**config.mk**
```make
export PLATFORM = sky130hd
export DESIGN_NAME = multi_button_debouncer_long_press
export DESIGN_NICKNAME = d
export VERILOG_FILES = /design/src/rtl/mbd_pkg.sv /design/src/rtl/multi_button_debouncer_long_press.sv
export SDC_FILE = /design/constraint.sdc
export NUM_CORES = 2
export LEC_CHECK = 0
export ABC_AREA = 1
export BUFFER_PORTS_ARGS = -buffer_cell sky130_fd_sc_hd__buf_4
export CAP_MARGIN = 15
export CORE_MARGIN = 4
export CORE_UTILIZATION = 61
export DETAILED_ROUTE_END_ITERATION = 7
export HOLD_SLACK_MARGIN = 0.06
export PLACE_DENSITY = 0.79
export SETUP_SLACK_MARGIN = 0.02
export SLEW_MARGIN = 20
export SYNTH_ARGS = -nofsm -noshare
export SYNTH_HDL_FRONTEND = slang
export SYNTH_SLANG_ARGS = --single-unit
```
**constraint.sdc**
```tcl
create_clock -name clk_i -period 16.6 [get_ports clk_i]
set_input_delay 1.66 -clock clk_i [delete_from_list [all_inputs] [get_ports clk_i]]
set_output_delay 1.66 -clock clk_i [all_outputs]
set_load 0.005 [all_outputs]
```
**src/rtl/mbd_pkg.sv**
```systemverilog
package mbd_pkg;

  localparam int unsigned TimeW     = 32;
  localparam int unsigned DebounceW = 16;
  localparam int unsigned CountW    = 32;
  localparam int unsigned CfgDataW  = 32;
  localparam int unsigned CfgAddrW  = 4;
  localparam int unsigned RegIdxW   = 2;

  localparam logic [RegIdxW-1:0] RegDebounce  = 2'd0;
  localparam logic [RegIdxW-1:0] RegLongPress = 2'd1;
  localparam logic [RegIdxW-1:0] RegInterval  = 2'd2;

  localparam logic [DebounceW-1:0] DebounceRst  = 16'd50;
  localparam logic [TimeW-1:0]     LongPressRst = 32'd5000;
  localparam logic [TimeW-1:0]     IntervalRst  = 32'd0;

  typedef struct packed {
    logic             level;
    logic [TimeW-1:0] edge_time;
    logic [TimeW-1:0] press_start;
    logic [TimeW-1:0] release_time;
  } entry_t;

endpackage

```
**src/rtl/multi_button_debouncer_long_press.sv**
```systemverilog
// Debounces up to BUTTON_COUNT buttons whose per-button state (level, last edge time, press start
// and release time) lives in a small synchronous memory. Each item names the buttons that saw an
// edge; they are visited in ascending order, one per clock cycle unless the output stalls,
// through a read-modify-write of that memory. An item with update_busy_i high or an empty
// mask is taken and causes nothing. The next item is taken as soon as the last button of the
// current one is issued. Each accepted change gives one result; the last result of an item
// carries last_o. A result passes from the button register to the pending register and then
// to the output register, and waits in the pending register until the remaining buttons of
// its item show whether it is the last one. Registers are written over the APB port at byte
// addresses 0, 4 and 8 by the user, only while the block is idle; the block does not enforce it.
module multi_button_debouncer_long_press #(
  parameter int unsigned BUTTON_COUNT = 7
) (
  input  logic                                  clk_i,
  input  logic                                  rst_ni,

  input  logic                                  in_valid_i,
  output logic                                  in_stall_o,
  input  logic [BUTTON_COUNT-1:0]               edge_mask_i,
  input  logic [BUTTON_COUNT-1:0]               levels_i,
  input  logic [mbd_pkg::TimeW-1:0]             time_ms_i,
  input  logic                                  update_busy_i,

  output logic                                  out_valid_o,
  input  logic                                  out_stall_i,
  output logic [((BUTTON_COUNT > 1) ? $clog2(BUTTON_COUNT) : 1)-1:0] button_o,
  output logic                                  level_o,
  output logic                                  update_request_o,
  output logic [mbd_pkg::CountW-1:0]            press_count_o,
  output logic                                  last_o,

  input  logic                                  psel,
  input  logic                                  penable,
  input  logic                                  pwrite,
  input  logic [mbd_pkg::CfgAddrW-1:0]          paddr,
  input  logic [mbd_pkg::CfgDataW-1:0]          pwdata,
  output logic [mbd_pkg::CfgDataW-1:0]          prdata,
  output logic                                  pready
);

  localparam int unsigned IdxW = (BUTTON_COUNT > 1) ? $clog2(BUTTON_COUNT) : 1;

  // Configuration registers.
  logic [mbd_pkg::DebounceW-1:0] dbc_q;
  logic [mbd_pkg::TimeW-1:0]     long_q;
  logic [mbd_pkg::TimeW-1:0]     intv_q;
  logic                          cfg_we;
  logic [mbd_pkg::RegIdxW-1:0]   cfg_idx;

  assign pready  = 1'b1;
  assign cfg_we  = psel && penable && pwrite;
  assign cfg_idx = paddr[mbd_pkg::CfgAddrW-1:2];

  always_ff @(posedge clk_i or negedge rst_ni) begin
    if (!rst_ni) begin
      dbc_q  <= mbd_pkg::DebounceRst;
      long_q <= mbd_pkg::LongPressRst;
      intv_q <= mbd_pkg::IntervalRst;
    end else if (cfg_we) begin
      unique case (cfg_idx)
        mbd_pkg::RegDebounce:  dbc_q  <= pwdata[mbd_pkg::DebounceW-1:0];
        mbd_pkg::RegLongPress: long_q <= pwdata;
        mbd_pkg::RegInterval:  intv_q <= pwdata;
        default: ;
      endcase
    end
  end

  always_comb begin
    unique case (cfg_idx)
      mbd_pkg::RegDebounce:  prdata = {{(mbd_pkg::CfgDataW-mbd_pkg::DebounceW){1'b0}}, dbc_q};
      mbd_pkg::RegLongPress: prdata = long_q;
      mbd_pkg::RegInterval:  prdata = intv_q;
      default:               prdata = '0;
    endcase
  end

  // Item register and button issue.
  logic                      item_vld_q;
  logic [BUTTON_COUNT-1:0]   item_mask_q;
  logic [BUTTON_COUNT-1:0]   item_lvl_q;
  logic [mbd_pkg::TimeW-1:0] item_time_q;
  logic [IdxW-1:0]           issue_idx;
  logic [BUTTON_COUNT-1:0]   issue_rem;
  logic                      issue_end;
  logic                      issue;
  logic                      in_fire;

  logic                      b_vld_q;
  logic                      b_load;
  logic                      b_adv;

  always_comb begin
    issue_idx = '0;
    for (int i = BUTTON_COUNT - 1; i >= 0; i--) begin
      if (item_mask_q[i]) begin
        issue_idx = IdxW'(i);
      end
    end
    issue_rem            = item_mask_q;
    issue_rem[issue_idx] = 1'b0;
  end

  assign issue_end  = (issue_rem == '0);
  assign b_load     = !b_vld_q || b_adv;
  assign issue      = item_vld_q && b_load;
  assign in_stall_o = item_vld_q && !(issue && issue_end);
  assign in_fire    = in_valid_i && !in_stall_o;

  always_ff @(posedge clk_i or negedge rst_ni) begin
    if (!rst_ni) begin
      item_vld_q <= 1'b0;
    end else if (in_fire && !update_busy_i && (edge_mask_i != '0)) begin
      item_vld_q <= 1'b1;
    end else if (issue && issue_end) begin
      item_vld_q <= 1'b0;
    end
  end

  always_ff @(posedge clk_i) begin
    if (in_fire) begin
      item_mask_q <= edge_mask_i;
      item_lvl_q  <= levels_i;
      item_time_q <= time_ms_i;
    end else if (issue) begin
      item_mask_q <= issue_rem;
    end
  end

  // State memory with write-to-read bypass on the registered read port.
  mbd_pkg::entry_t           mem_q [BUTTON_COUNT];
  logic [BUTTON_COUNT-1:0]   ent_vld_q;
  mbd_pkg::entry_t           rd_q;
  logic                      rd_vld_q;
  logic                      mem_we;
  mbd_pkg::entry_t           wdata;

  logic [IdxW-1:0]           b_idx_q;
  logic                      b_lvl_q;
  logic [mbd_pkg::TimeW-1:0] b_time_q;
  logic                      b_end_q;

  always_ff @(posedge clk_i) begin
    if (mem_we) begin
      mem_q[b_idx_q] <= wdata;
    end
    if (issue) begin
      if (mem_we && (b_idx_q == issue_idx)) begin
        rd_q <= wdata;
      end else begin
        rd_q <= mem_q[issue_idx];
      end
    end
  end

  always_ff @(posedge clk_i or negedge rst_ni) begin
    if (!rst_ni) begin
      ent_vld_q <= '0;
      rd_vld_q  <= 1'b0;
    end else begin
      if (mem_we) begin
        ent_vld_q[b_idx_q] <= 1'b1;
      end
      if (issue) begin
        rd_vld_q <= ent_vld_q[issue_idx] || (mem_we && (b_idx_q == issue_idx));
      end
    end
  end

  always_ff @(posedge clk_i or negedge rst_ni) begin
    if (!rst_ni) begin
      b_vld_q <= 1'b0;
    end else if (b_load) begin
      b_vld_q <= issue;
    end
  end

  always_ff @(posedge clk_i) begin
    if (issue) begin
      b_idx_q  <= issue_idx;
      b_lvl_q  <= item_lvl_q[issue_idx];
      b_time_q <= item_time_q;
      b_end_q  <= issue_end;
    end
  end

  // Update of one button.
  mbd_pkg::entry_t           cur;
  logic                      changed;
  logic                      accepted;
  logic                      emit;
  logic                      req;
  logic [mbd_pkg::CountW-1:0] count_q;
  logic [mbd_pkg::CountW-1:0] count_d;

  assign cur      = rd_vld_q ? rd_q : '0;
  assign changed  = (b_lvl_q != cur.level);
  assign accepted = (b_time_q - cur.edge_time) >
                    {{(mbd_pkg::TimeW-mbd_pkg::DebounceW){1'b0}}, dbc_q};
  assign emit     = b_vld_q && changed && accepted;
  assign req      = !b_lvl_q && ((b_time_q - cur.press_start) > long_q) &&
                    ((cur.release_time - cur.press_start) > intv_q);
  assign count_d  = count_q + 1'b1;

  always_comb begin
    wdata              = cur;
    wdata.level        = b_lvl_q;
    wdata.edge_time    = b_time_q;
    if (accepted && b_lvl_q) begin
      wdata.press_start = b_time_q;
    end
    if (accepted && !b_lvl_q) begin
      wdata.release_time = b_time_q;
    end
  end

  assign mem_we = b_adv && changed;

  always_ff @(posedge clk_i or negedge rst_ni) begin
    if (!rst_ni) begin
      count_q <= '0;
    end else if (b_adv && emit) begin
      count_q <= count_d;
    end
  end

  // A result waits in the pending register until it is known whether it ends its item.
  logic                       p_vld_q;
  logic                       p_final_q;
  logic [IdxW-1:0]            p_btn_q;
  logic                       p_lvl_q;
  logic                       p_req_q;
  logic [mbd_pkg::CountW-1:0] p_cnt_q;
  logic                       out_vld_q;
  logic                       out_free;
  logic                       p_drain;

  assign out_free = !out_vld_q || !out_stall_i;
  assign p_drain  = p_vld_q && out_free && (p_final_q || emit);
  assign b_adv    = b_vld_q && (!emit || !p_vld_q || p_drain);

  always_ff @(posedge clk_i or negedge rst_ni) begin
    if (!rst_ni) begin
      p_vld_q   <= 1'b0;
      p_final_q <= 1'b0;
    end else if (b_adv && emit) begin
      p_vld_q   <= 1'b1;
      p_final_q <= b_end_q;
    end else if (p_drain) begin
      p_vld_q   <= 1'b0;
    end else if (b_adv && b_end_q && p_vld_q) begin
      p_final_q <= 1'b1;
    end
  end

  always_ff @(posedge clk_i) begin
    if (b_adv && emit) begin
      p_btn_q <= b_idx_q;
      p_lvl_q <= b_lvl_q;
      p_req_q <= req;
      p_cnt_q <= count_d;
    end
  end

  always_ff @(posedge clk_i or negedge rst_ni) begin
    if (!rst_ni) begin
      out_vld_q <= 1'b0;
    end else if (p_drain) begin
      out_vld_q <= 1'b1;
    end else if (!out_stall_i) begin
      out_vld_q <= 1'b0;
    end
  end

  always_ff @(posedge clk_i) begin
    if (p_drain) begin
      button_o         <= p_btn_q;
      level_o          <= p_lvl_q;
      update_request_o <= p_req_q;
      press_count_o    <= p_cnt_q;
      last_o           <= p_final_q && !(emit && !p_final_q);
    end
  end

  assign out_valid_o = out_vld_q;

endmodule

```
-- Word-level counts from Yosys, hierarchy flattened
Memories as Yosys holds them, arrays and structs flattened. A register that Yosys moved wholly into a read port is not among the register bits.
Index checks and enable logic that the tools add are counted.
- bits of input ports: 90
- bits in writable memories: 679
- logic and storage cells: 134
- memories kept: 1
- register bits: 283
- bitwise logic cells: 3
- add/subtract/negate cells: 4
- multiplexer cells: 32
- $lt $le $gt $ge: 7
- eq/ne operators: 6
- reductions and logical operators: 54
- memory list (memory ; depth ; bits a word ; read ports ; clocked after memory_dff ; wr ports ; RTL line ; text):
    mem_q ; 7 ; 97 ; 1 ; 1 ; 1 ; multi_button_debouncer_long_press.sv:131 ; mbd_pkg::entry_t mem_q [BUTTON_COUNT];
- operators with widths (kind ; count):
    2-to-1 mux 97 bit ; 1
    one-hot mux 32 bit (3 select lines) ; 1
    subtractor 32 bit ; 3
    > comparator 32 bit ; 2
    2-to-1 mux 32 bit ; 2
    adder 32 x 1 -> 32 bit, second input constant ; 1
    > comparator 32 x 16 -> 1 bit ; 1
    logical AND 1 bit ; 26
    2-to-1 mux 3 bit ; 7
    2-to-1 mux 1 bit ; 15
    2-to-1 mux 7 bit ; 2
    logical NOT 1 bit ; 11
    less-than comparator 3 x 4 -> 1 bit, second input constant ; 2
    AND reduction 2 bit ; 4
    nonzero test 2 bit ; 4
    AND 7 bit ; 1
    logical NOT 7 bit ; 1
    NOT 7 bit ; 1
    bitwise OR 7 bit ; 1
    nonzero test 7 bit ; 1
    binary-select mux 1 bit (select 3 bit) ; 2
    demux 1 bit (select 3 bit) ; 2
    greater-or-equal comparator 3 x 1 -> 1 bit, second input constant ; 2
    logical OR 1 bit ; 6
    6 further kinds ; 7

-- Logic depth before layout (Yosys ltp)
- word-level depth: 22
- depth in mapped cells: 34
- depth with buffers taken out: 31

-- Least setup slack after synthesis
No wires, ideal clock.
- path type: reg-to-reg
- start: reg rd_vld_q
- end: mem mem_q[0][0] (netlist bit), enable pin
- slack: 8094 ps
- stages on the path, launching flop included: 30
- arrival: 7952 ps
- setup time: 554 ps
- clock period less this slack: 8506 ps
- cells stage by stage: dfrtp_1 > clkbuf_1 > clkbuf_1 > buf_1 > nand2_1 > ha_1 > nand2_1 > nand2_1 > inv_2 > nand2_4 > nand2_1 > nand2_2 > nand2_1 > nand2_1 > xor2_1 > ha_1 > nand2_1 > nor4_1 > nand3_1 > nand2_1 > nand3_1 > nor2_1 > nand2_1 > nor2_2 > nand2_4 > nand3_4 > nand2_1 > inv_2 > nand2_1 > nor2_1
- longest elaborated chain between the ends: 11
- elaborated cells between the ends (all ways): 15
- those cells by class: add/sub: 1; order compare: 1; eq/ne: 1; mux: 3; reduce/logical: 9
- RTL lines (element ; RTL line ; text):
    start, declared ; multi_button_debouncer_long_press.sv:134 ; logic rd_vld_q;
    start signal, assigned ; multi_button_debouncer_long_press.sv:165 ; rd_vld_q <= ent_vld_q[issue_idx] || (mem_we && (b_idx_q == issue_idx));
    2-to-1 mux 97 bit (*) ; multi_button_debouncer_long_press.sv:196 ; assign cur = rd_vld_q ? rd_q : '0;
    subtractor 32 bit / inequality test 1 bit (equally long branches) ; multi_button_debouncer_long_press.sv:198, multi_button_debouncer_long_press.sv:197 ;
    > comparator 32 x 16 -> 1 bit / logical AND 1 bit (equally long branches) ; multi_button_debouncer_long_press.sv:198, multi_button_debouncer_long_press.sv:200 ;
    logical AND 1 bit ; multi_button_debouncer_long_press.sv:200 ; assign emit = b_vld_q && changed && accepted;
    logical NOT 1 bit / logical OR 1 bit (equally long branches) ; multi_button_debouncer_long_press.sv:240, multi_button_debouncer_long_press.sv:239 ;
    logical OR 1 bit / logical AND 1 bit (equally long branches) ; multi_button_debouncer_long_press.sv:240, multi_button_debouncer_long_press.sv:239 ;
    logical OR 1 bit ; multi_button_debouncer_long_press.sv:240 ; assign b_adv = b_vld_q && (!emit || !p_vld_q || p_drain);
    logical AND 1 bit ; multi_button_debouncer_long_press.sv:240 ;
    logical AND 1 bit (*) ; multi_button_debouncer_long_press.sv:217 ; assign mem_we = b_adv && changed;
    2-to-1 mux 1 bit (*) ; multi_button_debouncer_long_press.sv:144 ; if (mem_we) begin
    2-to-1 mux 1 bit (not written as such) (*) ; multi_button_debouncer_long_press.sv:145 ; mem_q[b_idx_q] <= wdata;
    end, declared ; multi_button_debouncer_long_press.sv:131 ;
Mark *: on every way between the ends. The rest lies on a longest branch, timed or not.

-- Worst setup path after layout
- start: reg b_time_q[0] (netlist bit)
- end: mem mem_q[1][41] (netlist bit), enable pin
- longest elaborated chain between the ends: 10
- elaborated cells between the ends (all ways): 12
- those cells by class: add/sub: 1; order compare: 1; mux: 2; reduce/logical: 8
- RTL lines (element ; RTL line ; text):
    start, declared ; multi_button_debouncer_long_press.sv:140 ; logic [mbd_pkg::TimeW-1:0] b_time_q;
    start signal, assigned ; multi_button_debouncer_long_press.sv:182 ; b_time_q <= item_time_q;
    subtractor 32 bit (*) ; multi_button_debouncer_long_press.sv:198 ; assign accepted = (b_time_q - cur.edge_time) >
    > comparator 32 x 16 -> 1 bit (*) ; multi_button_debouncer_long_press.sv:198 ;
    logical AND 1 bit (*) ; multi_button_debouncer_long_press.sv:200 ;
    logical NOT 1 bit / logical OR 1 bit (equally long branches) ; multi_button_debouncer_long_press.sv:240, multi_button_debouncer_long_press.sv:239 ;
    logical OR 1 bit / logical AND 1 bit (equally long branches) ; multi_button_debouncer_long_press.sv:240, multi_button_debouncer_long_press.sv:239 ;
    logical OR 1 bit (*) ; multi_button_debouncer_long_press.sv:240 ;
    logical AND 1 bit (*) ; multi_button_debouncer_long_press.sv:240 ;
    logical AND 1 bit (*) ; multi_button_debouncer_long_press.sv:217 ;
    2-to-1 mux 1 bit (*) ; multi_button_debouncer_long_press.sv:144 ;
    2-to-1 mux 1 bit (not written as such) (*) ; multi_button_debouncer_long_press.sv:145 ;
Marked as above.

==> out/results.txt <==
post-synthesis net count - 4,938
Arrival @ worst endpoint - 7.83 ns
async set-reset flop share out of synthesis - 0.1180
clock latency on the worst-skew pair - 0.68 ns
clock tree buffer depth - 3
Post-CTS Setup Inserts - 0
number of violations of the max-capacitance limit - 0
Post-synth EDFFs - 934
post-detailed-route wirelength per cell - 21.80 um
crit path kind - reg -> reg
global-route congestion overflow total - 0
final routed wirelength across all metal layers - 129.2 mm
Die H - 291.5 um
maximum number of pins on one net before global-route repair - 85
outcome - finished clean
drt drc - 0
placeable core area - 79,260 sq um
DRT Pass-1 Iters - 6
endpoint class of the critical path - flop
max_slew headroom - 0.1879
mean number of vias per cell - 6.012
Seq/Total Area, Yosys - 0.6361
num ports - 163
HPWL reported at the end of detailed placement - 79.74 mm
post-synthesis instance area - 49,030 sq um
count of standard-cell rows - 103
Top Layer Used - met5
sum of negative setup slack - 0 ns
number of vias in the routed layout - 35.62k
hold crit path type - reg -> reg
cell types occupying the most area after synthesis - sky130_fd_sc_hd__edfxtp_1 (57%), sky130_fd_sc_hd__nand2_1 (8.7%), sky130_fd_sc_hd__dfrtp_1 (6.0%)
die extent in x - 291.5 um
remaining number of nets flagged by the antenna check after routing - 0
register bit count reported by yosys - 1,059
floorplan die area - 84,970 sq um
post-synth top area share - 0.5721
number of CTS-inserted buffers - 101
Worst setup SP type - flop
Mapped Avg Cell Area - 10.50 sq um
post-route met1 wirelength - 49.94 mm
number of buffer cells added on primary ports - 159
clock transition at the register clock pins on the worst setup and hold paths after CTS - 0.06 ns
Clock Tree Root - sky130_fd_sc_hd__clkbuf_16
number of clock sinks - 1,059
Final Skew - 0.03814 ns
post-synth top area cell - sky130_fd_sc_hd__edfxtp_1
number of buffers inserted by hold repair at cts - 0
time the final worst path needs with I/O delays and setup - 7.565 ns
post-synthesis cell count - 4,669
PostCTS Resize Cnt - 0
area growth from synthesis to layout - 10.61%
initial antenna violation count - 2
required time worst endpoint - 16.87 ns
First DRT Iteration DRCs - 4,415
Final Hold Vio Count - 0
global-route wire length before repair - 194.5 mm
GP Congestion - 0.9583
deepest level of the CTS H-tree - 3
synthesis warning total - 0
Slew Viols, Final - 0
number of nets at the end of the flow - 5,065
DR WL met3 - 16.58 mm
number of library cell types mapped by synthesis - 52
worst-path maximum fanout - 57
combined global-route utilization of all metal layers - 0.2966
part of the cycle the worst path needs - 0.4557
via count of the first global-routing pass - 33.95k
top achievable clock speed - 132.2 MHz
total setup violations reported at the end of the flow - 0
flip-flop cell with the highest count after synthesis - sky130_fd_sc_hd__edfxtp_1
transition time at the pin with the least slew margin - 1.218 ns
RSZ-0062 raised after global routing - false
proportion of layout cells with a drive suffix above 1 - 0.08289
Met2 Wirelength - 57.25 mm
TritonCTS clock tree - done
initial cell density of the core - 0.6186
-- routing by layer --
| layer | track usage | up-vias |
|---|---|---|
| met5 | 0 | - |
| met4 | 0.1207 | 4 |
| met3 | 0.07111 | 325 |
| met2 | 0.4493 | 2129 |
| met1 | 0.4178 | 16870 |
| li1 | - | 16300 |
-- final timing paths --
kind                        startpoint                to  slack (ns)  depth (start not counted)
max                        b_time_q[0]      mem_q[1][41]        9.03                         27
min                         p_cnt_q[1]  press_count_o[1]        0.42                          0
max reg2reg                b_time_q[0]      mem_q[1][41]        9.03                         27
min reg2reg                 p_cnt_q[1]  press_count_o[1]        0.42                          0
max in group asynchronous       rst_ni          rd_vld_q       13.92                          2
min in group asynchronous       rst_ni        count_q[7]        1.06                          1
-- synthesized netlist by cell type, types with 8 or more instances --
cell type,instances
sky130_fd_sc_hd__nor3_1,22
sky130_fd_sc_hd__ha_1,176
sky130_fd_sc_hd__inv_1,434
sky130_fd_sc_hd__edfxtp_1,934
sky130_fd_sc_hd__nor4_1,10
sky130_fd_sc_hd__nand2_1,1136
sky130_fd_sc_hd__o221ai_1,18
sky130_fd_sc_hd__dfrtp_1,117
sky130_fd_sc_hd__buf_6,22
sky130_fd_sc_hd__buf_1,8
sky130_fd_sc_hd__o21bai_1,9
sky130_fd_sc_hd__nand3_1,199
sky130_fd_sc_hd__a21oi_1,263
sky130_fd_sc_hd__buf_2,11
sky130_fd_sc_hd__o22ai_1,114
sky130_fd_sc_hd__nor2_1,403
sky130_fd_sc_hd__o21a_1,9
sky130_fd_sc_hd__nand4_1,50
sky130_fd_sc_hd__o21ai_1,62
sky130_fd_sc_hd__a31oi_1,8
sky130_fd_sc_hd__dfstp_2,8
sky130_fd_sc_hd__inv_2,9
sky130_fd_sc_hd__xor2_1,92
sky130_fd_sc_hd__xnor2_1,15
sky130_fd_sc_hd__clkbuf_1,139
sky130_fd_sc_hd__o21ai_0,329
-- flip-flops by register name (all words and copies together), names as in the netlist, 3 cells and up --
signal	flops
mem_q	679
rd_q	97
b_time_q	32
count_q	32
intv_q	32
item_time_q	32
long_q	32
p_cnt_q	32
press_count_o	32
dbc_q	16
ent_vld_q	7
item_lvl_q	7
item_mask_q	7
b_idx_q	3
button_o	3
p_btn_q	3
-- worst max-delay path, cell delays in order (launching register included) --
cell	delay, ns
sky130_fd_sc_hd__edfxtp_1	0.49
sky130_fd_sc_hd__inv_1	0.30
sky130_fd_sc_hd__ha_1	0.33
sky130_fd_sc_hd__fa_1	0.44
sky130_fd_sc_hd__inv_1	0.14
sky130_fd_sc_hd__nand3_1	0.10
sky130_fd_sc_hd__nand2_2	0.14
sky130_fd_sc_hd__nand2_1	0.06
sky130_fd_sc_hd__nand2_1	0.13
sky130_fd_sc_hd__nand2_1	0.07
sky130_fd_sc_hd__nand2_1	0.12
sky130_fd_sc_hd__xor2_1	0.26
sky130_fd_sc_hd__ha_1	0.16
sky130_fd_sc_hd__nand2_1	0.07
sky130_fd_sc_hd__nor4_1	0.37
sky130_fd_sc_hd__nand3_1	0.12
sky130_fd_sc_hd__nand2_1	0.18
sky130_fd_sc_hd__nand3_1	0.16
sky130_fd_sc_hd__nor2_1	0.12
sky130_fd_sc_hd__nand2_1	0.07
sky130_fd_sc_hd__nor2_2	0.13
sky130_fd_sc_hd__nand2_4	0.17
sky130_fd_sc_hd__nand3_4	0.15
sky130_fd_sc_hd__nand2_1	0.13
sky130_fd_sc_hd__inv_2	0.74
sky130_fd_sc_hd__nand2_1	0.49
sky130_fd_sc_hd__nor2_4	0.56
sky130_fd_sc_hd__buf_4	0.91
-- per-stage QoR --
step	setup WS [ns]	instances	cell area [sq um]	hold WS [ns]	util
finish	9.035	5925	54230	0.4162	0.6842
global route	8.621	5924	54230	0.4205	0.6842
CTS	9.180	5924	54220	0.4160	0.6841
detailed placement	9.239	5743	51130	0.4045	0.6451
global placement	9.334	5743	51130	0.4009	0.6451
floorplan	8.094	4669	49030	0.4003	-
-- kinds of logic after synthesis --
| group | synth area share |
|---|---|
| fa+ha+maj | 0.04614 |
| compound gates | 0.09315 |
| xor+xnor | 0.01912 |
| flops | 0.6361 |
| buf+inv | 0.05252 |
| simple gates | 0.1529 |
| other cells | 0.00007649 |
-- cell usage in the layout, fill, tap and decap left out, drive strengths merged, types with 10 or more instances in the layout --
| cell type | instances |
|---|---|
| nand2 | 1146 |
| edfxtp | 934 |
| inv | 443 |
| nor2 | 409 |
| o21ai | 391 |
| a21oi | 263 |
| buf | 211 |
| nand3 | 202 |
| ha | 176 |
| clkbuf | 139 |
| dfrtp | 117 |
| o22ai | 114 |
| xor2 | 92 |
| nand4 | 50 |
| clkinv | 38 |
| nor3 | 25 |
| o221ai | 18 |
| xnor2 | 15 |
| nor4 | 10 |
-- cell type report --
class | instances | area [sq um]
Fill cell | 5675 | 25030
Clock inverter | 42 | 357.8
Inverter | 445 | 1684
Clock buffer | 139 | 2731
Tap cell | 1050 | 1314
Timing Repair Buffer | 211 | 1584
Multi-Input combinational cell | 2978 | 15370
Sequential cell | 1059 | 31190
Antenna cell | 1 | 2.502
Power is not shown: default switching activity piles up to over one toggle a cycle in this logic, so the estimate is an artifact.
